[config.mk]
export PLATFORM = sky130hd
export DESIGN_NAME = crc16_frame_generate_check_top
export DESIGN_NICKNAME = d
export VERILOG_FILES = /design/src/rtl/core/crc16fg_pkg.sv /design/src/rtl/core/crc16_frame_generate_check_top.sv /design/src/rtl/core/crc16fg_core.sv
export SDC_FILE = /design/constraint.sdc
export NUM_CORES = 1
export LEC_CHECK = 0
export BUFFER_PORTS_ARGS = -buffer_cell sky130_fd_sc_hd__buf_2
export CORE_UTILIZATION = 50
export DETAILED_ROUTE_END_ITERATION = 10
export PLACE_DENSITY_LB_ADDON = 0.3
export SYNTH_ARGS = -nofsm -noshare
export SYNTH_HDL_FRONTEND = slang
export SYNTH_SLANG_ARGS = --single-unit
export TNS_END_PERCENT = 50
[constraint.sdc]
create_clock -name clk -period 5.5 [get_ports clk]
set_clock_uncertainty 0.2 [all_clocks]
set_input_delay 0.275 -clock clk [delete_from_list [all_inputs] [get_ports clk]]
set_output_delay 0.275 -clock clk [all_outputs]
set_load 0.005 [all_outputs]
[src/rtl/core/crc16fg_pkg.sv]
`default_nettype none

package crc16fg_pkg;

  localparam logic [15:0] CrcPoly = 16'h1021;
  localparam logic [15:0] CrcTop  = 16'h8000;
  localparam logic [15:0] CrcInit = 16'h0000;

  localparam logic ModeGenerate = 1'b0;
  localparam logic ModeCheck    = 1'b1;

  typedef struct packed {
    logic [15:0] crc_value;
    logic        crc_match;
    logic        too_short;
  } result_t;

  function automatic logic [15:0] crc_byte(input logic [15:0] crc, input logic [7:0] b);
    logic [15:0] c;
    c = crc ^ {b, 8'h00};
    for (int i = 0; i < 8; i++) begin
      if ((c & CrcTop) != 16'h0000) begin
        c = {c[14:0], 1'b0} ^ CrcPoly;
      end else begin
        c = {c[14:0], 1'b0};
      end
    end
    return c;
  endfunction

endpackage

`default_nettype wire

[src/rtl/core/crc16_frame_generate_check_top.sv]
`default_nettype none

// Channel   | Dir | Handshake                     | Payload
// s_axis    | in  | s_axis_tvalid / s_axis_tready | tdata byte_value, tuser mode, tlast last_byte
// m_axis    | out | m_axis_tvalid / m_axis_tready | tdata crc_value, tuser {too_short, crc_match}
//
// One byte per cycle while no result stalls a last byte; a byte reaches the frame logic
// in the cycle after its transaction, and a last byte's result is registered when it advances.
// The byte-wide CRC update is a single xor network between input and result registers.
// Synchronous reset clears frame state and both valid flags.
// A stalled result only holds back a last byte; other bytes keep flowing.

module crc16_frame_generate_check_top (
  input  wire logic        clk,
  input  wire logic        rst,
  input  wire logic        s_axis_tvalid,
  output logic             s_axis_tready,
  input  wire logic [7:0]  s_axis_tdata,  // [7:0] byte_value
  input  wire logic        s_axis_tuser,  // [0] mode
  input  wire logic        s_axis_tlast,  // last_byte
  output logic             m_axis_tvalid,
  input  wire logic        m_axis_tready,
  output logic [15:0]      m_axis_tdata,  // [15:0] crc_value
  output logic [1:0]       m_axis_tuser   // [0] crc_match, [1] too_short
);
  import crc16fg_pkg::*;

  logic       in_valid;
  logic       in_mode;
  logic [7:0] in_byte;
  logic       in_last;
  logic       advance;
  result_t    result;
  result_t    out_reg;

  assign advance       = in_valid && (!in_last || !m_axis_tvalid || m_axis_tready);
  assign s_axis_tready = !in_valid || advance;

  always_ff @(posedge clk) begin
    if (rst) begin
      in_valid <= 1'b0;
    end else if (s_axis_tready) begin
      in_valid <= s_axis_tvalid;
    end
  end

  always_ff @(posedge clk) begin
    if (s_axis_tready && s_axis_tvalid) begin
      in_mode <= s_axis_tuser;
      in_byte <= s_axis_tdata;
      in_last <= s_axis_tlast;
    end
  end

  crc16fg_core u_core (
    .clk        (clk),
    .rst        (rst),
    .advance    (advance),
    .mode       (in_mode),
    .byte_value (in_byte),
    .last_byte  (in_last),
    .result     (result)
  );

  always_ff @(posedge clk) begin
    if (rst) begin
      m_axis_tvalid <= 1'b0;
    end else if (advance && in_last) begin
      m_axis_tvalid <= 1'b1;
    end else if (m_axis_tready) begin
      m_axis_tvalid <= 1'b0;
    end
  end

  always_ff @(posedge clk) begin
    if (advance && in_last) begin
      out_reg <= result;
    end
  end

  assign m_axis_tdata = out_reg.crc_value;
  assign m_axis_tuser = {out_reg.too_short, out_reg.crc_match};

  a_no_overwrite: assert property (@(posedge clk) disable iff (rst)
    !(advance && in_last && m_axis_tvalid && !m_axis_tready))
    else $error("result overwritten while stalled");

  a_short_is_zero: assert property (@(posedge clk) disable iff (rst)
    m_axis_tvalid && m_axis_tuser[1] |-> m_axis_tdata == 16'h0000 && !m_axis_tuser[0])
    else $error("short frame with non-zero crc or match");

  a_ready_only_when_free: assert property (@(posedge clk) disable iff (rst)
    !s_axis_tready |-> in_valid && in_last && m_axis_tvalid)
    else $error("input stalled without pending result");

  a_result_follows_last: assert property (@(posedge clk) disable iff (rst)
    advance && in_last |=> m_axis_tvalid)
    else $error("last byte gave no result");

endmodule

`default_nettype wire

[src/rtl/core/crc16fg_core.sv]
`default_nettype none

module crc16fg_core (
  input  wire logic                 clk,
  input  wire logic                 rst,
  input  wire logic                 advance,
  input  wire logic                 mode,
  input  wire logic [7:0]           byte_value,
  input  wire logic                 last_byte,
  output crc16fg_pkg::result_t      result
);
  import crc16fg_pkg::*;

  logic [15:0] running_crc, running_crc_next;
  logic [7:0]  held0, held0_next;
  logic [7:0]  held1, held1_next;
  logic [1:0]  held_count, held_count_next;
  logic        frame_mode, frame_mode_next;
  logic        in_frame, in_frame_next;

  logic [15:0] crc_base;
  logic [1:0]  count_base;
  logic [7:0]  crc_in;
  logic [15:0] crc_step;

  always_comb begin
    frame_mode_next = in_frame ? frame_mode : mode;
    crc_base        = in_frame ? running_crc : CrcInit;
    count_base      = in_frame ? held_count : 2'd0;
    crc_in          = (frame_mode_next == ModeGenerate) ? byte_value : held0;
    crc_step        = crc_byte(crc_base, crc_in);

    running_crc_next = crc_base;
    held0_next       = held0;
    held1_next       = held1;
    held_count_next  = count_base;
    if (frame_mode_next == ModeGenerate) begin
      running_crc_next = crc_step;
    end else if (count_base == 2'd2) begin
      running_crc_next = crc_step;
      held0_next       = held1;
      held1_next       = byte_value;
    end else begin
      if (count_base[0]) begin
        held1_next = byte_value;
      end else begin
        held0_next = byte_value;
      end
      held_count_next = count_base + 2'd1;
    end
    in_frame_next = !last_byte;
  end

  always_comb begin
    result.crc_value = running_crc_next;
    result.crc_match = 1'b0;
    result.too_short = 1'b0;
    if (frame_mode_next == ModeCheck) begin
      if (held_count_next != 2'd2) begin
        result.too_short = 1'b1;
      end else begin
        result.crc_match = (running_crc_next == {held1_next, held0_next});
      end
    end
  end

  always_ff @(posedge clk) begin
    if (rst) begin
      running_crc <= CrcInit;
      held0       <= 8'h00;
      held1       <= 8'h00;
      held_count  <= 2'd0;
      frame_mode  <= ModeGenerate;
      in_frame    <= 1'b0;
    end else if (advance) begin
      running_crc <= running_crc_next;
      held0       <= held0_next;
      held1       <= held1_next;
      held_count  <= held_count_next;
      frame_mode  <= frame_mode_next;
      in_frame    <= in_frame_next;
    end
  end

endmodule

`default_nettype wire

**Word-level counts from Yosys, hierarchy flattened**

Index checks and enable logic that the tools add are counted.
W data, S select, Z words.

- Add/subtract/negate cells: 1
- Eq/ne operators: 3
- Multiplexer cells: 25
- Bitwise operators: 10
- Reduce and logical (&&, ||, !) cells: 11

Operators by type and width:

| cell | number |
|---|---|
| $mux W13 | 8 |
| $mux W8 | 7 |
| $mux W16 | 3 |
| $not A3 Y3 | 8 |
| $eq A16 B16 Y1 | 1 |
| $xor A16 B16 Y16 | 1 |
| $mux W2 | 3 |
| $mux W1 | 4 |
| $logic_and A1 B1 Y1 | 3 |
| $logic_not A1 Y1 | 3 |
| $logic_or A1 B1 Y1 | 3 |
| $add A2 B1 Y2 const B | 1 |
| $eq A2 B2 Y1 const B | 1 |
| $ne A2 B2 Y1 const B | 1 |
| $reduce_bool A2 Y1 | 1 |
| $reduce_or A2 Y1 | 1 |
| $not A1 Y1 | 1 |

- Register bits after elaboration: 66
- Output and inout port bits: 20
- Word-level logic and storage cells: 64

**Logic depth before layout (Yosys ltp)**

- Depth after elaboration: 22
- Depth in mapped cells: 17
- Mapped depth without buffers: 12

**Modules after synthesis**

A second synthesis with hierarchy kept.

- Cells, all modules: 431
- Area total of the unflattened synthesis: 3836.2 µm²

By module, submodules not included:

| module | times used | cells an instance | area each (µm²) |
|---|---|---|---|
| crc16fg_core | 1 | 391 | 2891.5 |
| crc16_frame_generate_check_top | 1 | 40 | 944.7 |

**Worst setup path before layout**

No wires, ideal clock.

- Path type: register -> register
- Start: register u_core.in_frame
- End: register out_reg, in the netlist m_axis_tuser[0], data pin
- Library setup time: 0.170 ns
- Arrival: 3.499 ns
- Setup slack: 1.631 ns
- Cell stages (with the launch flop): 18
- Period minus slack after synthesis: 3.869 ns
- Cell sequence: dfxtp_1 -> buf_2 -> buf_2 -> buf_2 -> buf_1 -> and2_1 -> ha_1 -> clkbuf_1 -> clkbuf_1 -> nor2_1 -> clkbuf_1 -> nand3_1 -> o2111ai_1 -> a21oi_1 -> nand4b_1 -> nor4_1 -> nand4_1 -> nor4_2

- Cells in the longest elaborated chain, start to end: 15

RTL lines:

| element | line | source |
|---|---|---|
| from (decl) | crc16fg_core.sv:19 | `logic in_frame, in_frame_next;` |
| from (signal assigned) | crc16fg_core.sv:81 | `in_frame <= in_frame_next;` |
| $mux W1 or $mux W16 (tied branches) | crc16fg_core.sv:27, crc16fg_core.sv:28 |  |
| $mux W8 or $xor A16 B16 Y16 (tied branches) | crc16fg_core.sv:30, crc16fg_pkg.sv:20 |  |
| $xor A16 B16 Y16 or $not A3 Y3 (tied branches) | - |  |
| $mux W13 (5 in a row) | crc16fg_pkg.sv:22 | `if ((c & CrcTop) != 16'h0000) begin` |
| $not A3 Y3 (no line) or $mux W13 (tied branches) | - |  |
| $mux W13 | crc16fg_pkg.sv:22 |  |
| $mux W13 or $not A3 Y3 (tied branches) | - |  |
| $mux W13 | crc16fg_pkg.sv:22 |  |
| $mux W16 | crc16fg_core.sv:39 | `end else if (count_base == 2'd2) begin` |
| $mux W16 | crc16fg_core.sv:37 | `if (frame_mode_next == ModeGenerate) begin` |
| $eq A16 B16 Y1 | crc16fg_core.sv:62 | `result.crc_match = (running_crc_next == {held1_next, held0_next});` |
| to (signal assigned) | crc16_frame_generate_check_top.sv:77 | `out_reg <= result;` |
| to (decl) | crc16_frame_generate_check_top.sv:34 | `result_t out_reg;` |

Several ways; a longest one is shown, not always the timed one.
A chain may end at the register's enable or synchronous reset.

**Worst setup path in the final report**

- Start: register u_core.held_count[0]
- End: register out_reg, in the netlist m_axis_tuser[0], data pin

- Cells in the longest elaborated chain, start to end: 6

RTL lines:

| element | line | source |
|---|---|---|
| from (decl) | crc16fg_core.sv:17 | `logic [1:0] held_count, held_count_next;` |
| from (signal assigned) | crc16fg_core.sv:79 | `held_count <= held_count_next;` |
| $mux W2 * | crc16fg_core.sv:29 | `count_base = in_frame ? held_count : 2'd0;` |
| $add A2 B1 Y2 or $eq A2 B2 Y1 (tied branches) | crc16fg_core.sv:49, crc16fg_core.sv:39 |  |
| $mux W2 | crc16fg_core.sv:39 |  |
| $mux W2 | crc16fg_core.sv:37 |  |
| $ne A2 B2 Y1 | crc16fg_core.sv:59 | `if (held_count_next != 2'd2) begin` |
| $reduce_or A2 Y1 (no line) | - |  |

Every way passes the cells marked *; elsewhere a longest branch is shown, timed or not.

==> run summary <==
Port buffering added 33 buffers. Cells with a size suffix above 1 make up 12.65% of the layout. The tools report the startpoint class of the critical path as a register. Core area: 7408 sq um. In the final layout, flip-flops and latches occupy 1602 sq um. The maximum clock insertion buffer count is 2, and the number of H-tree levels is 3. The global-route wire length before repair is 17280 um.

The number of antenna violations at the first check in global routing came out at 0. The detailed router finished its first iteration with 234 violations. The worst-path maximum fanout is 27. In the routed layout, each cell is associated on average with a via count of 5.976.

Buffers inserted during clock tree synthesis total 9. The number of nets handed over by synthesis was 471. The clock period minus final worst setup slack was 3.942 ns; the post-synthesis sequential element count was 66.

TritonCTS built the clock tree. The synthesized design spends more area on one cell type than any other, namely sky130_fd_sc_hd__edfxtp_1. The required time of the worst setup path is 5.48 ns. The average instance in the mapped netlist occupies 8.566 sq um. In this run the static leakage power is 1.609 nW.

The clock sink count was 66. The proportion of register bits with asynchronous set or reset after synthesis was 0%; the slew of the pin with the lowest slew margin was 1.069 ns. The worst-case IR drop observed on VDD is 0.1675 mV. STA puts the critical path data arrival time at 3.92 ns.

Number of enable-type register cells in the synthesized netlist: 28. In this run the worst hold path is classified as input port to register. Entering global routing, the biggest net connects 41 pins. Across all hold checks on the routed design, the worst slack comes to 0.06992 ns. The tools report the number of hold violations in the final report as 0. The run gives 253.7 MHz as the fmax. The final routed wirelength across all metal layers came out at 10790 um. Antenna diode instance count: 0. The initialized floorplan defines 31 standard-cell rows. In the synthesized netlist the dominant register cell turns out to be sky130_fd_sc_hd__dfxtp_1. For the count of cells resized by post-cts repair, the log shows 0. The number of max-cap violations is 0, and the count of antenna-violating nets left after detailed routing is 0. Summing the sequential cell areas from Yosys gives 41.09% of the chip area. Setup repair after global routing left no endpoint under its margin. At the end of routability-driven placement, the weighted congestion stood at 0.9299. At the later pin of the worst-skew pair, clock insertion delay measures 0.35 ns. Cell area after synthesis: 3897 sq um. The flow ran to the end, and the final reports show no timing, DRC or antenna violations. The number of design rule violations left after detail routing was 0. Compared with the post-synthesis result, the final layout area differs by 13.03%. The Yosys step of the flow raised 0 warnings. The final clock period utilization by the worst path is 71.67%.

The dominant cell by count in the synthesized netlist is sky130_fd_sc_hd__nand2_1. Global routing consumed, over all layers together, 27.71% of the routing resources. After routing, the total negative slack on setup checks comes to 0 ns. Kind of critical path: register to register. The run gives 0 as the post-CTS repair timing setup buffer count. The worst setup margin is 1.558 ns, and the final count of negative-setup-slack endpoints is 0. The synthesized netlist cell count is 455, and the number of nets in the final layout is 501. The cell at the root of the clock tree was sky130_fd_sc_hd__clkbuf_8. The starting utilization of the core area was 52.61%. The clock transition at the register clock pins on the worst setup and hold paths after CTS came out at 0.07 ns. The logs give 1.626 ns for the worst setup slack after placement and 0 for the count of final max-slew check failures. The run gives 6 as the number of detailed-route iterations in the first pass. The overall die area is 8152 sq um.

In this design, the stage delay of the slowest critical-path cell is 0.72 ns. Among all stages on the critical path, the largest delay is contributed by sky130_fd_sc_hd__ha_1. Summed over all nets, the half-perimeter wirelength after detailed placement is 7586 um.

Of the post-synthesis cell area, the dominant cell type holds 21.57%. The run gives 0 as the global route total overflow. The routed layout has 3520 vias. The worst setup path is captured at a register.

For the multi-input combinational cell area, the log shows 2138 sq um. After detailed routing, the average wire length per cell comes to 18.31 um. Ranked by total cell area, the synthesized netlist is headed by sky130_fd_sc_hd__edfxtp_1, sky130_fd_sc_hd__dfxtp_1, sky130_fd_sc_hd__nand2_1.

In this run the tightest slew margin relative to its limit is 28.76%. The signal on the critical path passes through and2_1 > inv_1 > ha_1 > o211ai_1 > nand2_2 > mux2i_1 > a22o_1 > a21oi_1 > nand4b_1 > nor4_1 > nand4_1 > nor4_2. The commonest cells after synthesis are sky130_fd_sc_hd__nand2_1, sky130_fd_sc_hd__a21oi_1, sky130_fd_sc_hd__nor2_1.

The via count of the first global-routing pass is 3381, and the horizontal die dimension is 90.29 um. In this run the vertical extent of the chip is 90.29 um. Counting the fill cells in the layout gives 677. In this run the power density over the cells is 281.7 nW/um^2. In this run, distinct cell masters in the synthesized netlist total 57. For the count of boundary I/O pins, the log shows 34.
[power by group]
group | leakage [nW] | switching (mW) | total, mW | internal [mW]
registers | 0.577 | 0.0273 | 0.566 | 0.539
clock network | 0.105 | 0.188 | 0.416 | 0.228
logic | 0.927 | 0.156 | 0.259 | 0.103
total | 1.61 | 0.371 | 1.24 | 0.870
[worst max-delay path, delay by kind of cell, from the launching register on]
kind / cells / cell delay (ns)
adder cells (fa/ha/maj): 1 / 0.72
AND/OR/NAND/NOR: 6 / 1.41
flip-flops: 1 / 0.36
AO/OA/AOI/OAI: 3 / 0.62
buffers and inverters: 1 / 0.21
multiplexers: 1 / 0.25
[metal layers]
| metal | GRT usage (%) | vias up | wire, um |
|---|---|---|---|
| li1 | - | 1682 | - |
| met1 | 35.39 | 1653 | 4600 |
| met2 | 45.55 | 155 | 5002 |
| met3 | 4.125 | 30 | 781 |
| met4 | 14.25 | 0 | 402 |
| met5 | 0 | - | 0 |
[final cells by class]
type,count,area share (%)
flip-flops and latches,66,36.35
repair buffers,47,6.759
multi-input cells,350,48.54
inverters,11,0.9372
clock inverters,1,0.1136
well taps,99,2.812
clock buffers,15,4.487
[timing repair]
action	CTS	global route
hold buffers	11	0
hold endpoints to repair	11	0
endpoints found under the setup margin	0	0
[logic make-up after synthesis]
kind of cell	Yosys count	synth area share [%]
buffers and inverters	39	4.045
multiplexers	25	6.902
AND/OR/NAND/NOR	174	21.03
flip-flops	66	41.09
AO/OA/AOI/OAI	118	18.78
adder cells (fa/ha/maj)	2	0.6420
XOR/XNOR	31	7.512
[state kept, by name, indices dropped and copies added (netlist names)]
| register | flops |
|---|---|
| m_axis_tdata | 16 |
| u_core.running_crc | 16 |
| in_byte | 8 |
| u_core.held0 | 8 |
| u_core.held1 | 8 |
| m_axis_tuser | 2 |
| u_core.held_count | 2 |
| in_last | 1 |
| in_mode | 1 |
| in_valid | 1 |
| m_axis_tvalid | 1 |
| u_core.frame_mode | 1 |
| u_core.in_frame | 1 |
[worst paths after layout]
kind                                 startpoint  slack [ns]  cells past startpoint                            endpoint
min reg2reg  u_core.running_crc[1]$_SDFFE_PP0P_        0.26                      2  u_core.running_crc[1]$_SDFFE_PP0P_
max           u_core.held_count[0]$_SDFFE_PP0P_        1.56                     12       m_axis_tuser[0]$_SDFFCE_PP0P_
max reg2reg   u_core.held_count[0]$_SDFFE_PP0P_        1.56                     12       m_axis_tuser[0]$_SDFFCE_PP0P_
min                               m_axis_tready        0.07                      4               in_valid$_SDFFE_PP0N_
[cell usage in the layout, fill, tap and decap left out, types with 8 or more instances in the layout]
master,netlist,layout
sky130_fd_sc_hd__nand3_1,19,19
sky130_fd_sc_hd__mux2i_1,21,21
sky130_fd_sc_hd__xor2_1,11,11
sky130_fd_sc_hd__nor2b_1,8,8
sky130_fd_sc_hd__buf_2,6,33
sky130_fd_sc_hd__nand2_1,62,62
sky130_fd_sc_hd__clkbuf_8,0,12
sky130_fd_sc_hd__a21oi_1,46,46
sky130_fd_sc_hd__dlygate4sd3_1,0,11
sky130_fd_sc_hd__nor2_1,40,40
sky130_fd_sc_hd__o21ai_0,20,20
sky130_fd_sc_hd__nor3_1,10,10
sky130_fd_sc_hd__xnor2_1,18,18
sky130_fd_sc_hd__inv_1,11,11
sky130_fd_sc_hd__a211oi_1,13,13
sky130_fd_sc_hd__dfxtp_1,38,38
sky130_fd_sc_hd__edfxtp_1,28,28
[metrics by stage]
stage                     power, mW  std cells  utilization [%]  instance area, sq um
after floorplan              0.7569        455                -                  3897
after global placement       0.8230        562            55.24                  4093
after detailed placement     0.8261        562            55.24                  4093
after CTS                     1.240        589            59.47                  4405
after global routing          1.288        589            59.47                  4405
final                         1.241        589            59.47                  4405
No activity file was read; power rests on OpenSTA's default activity.
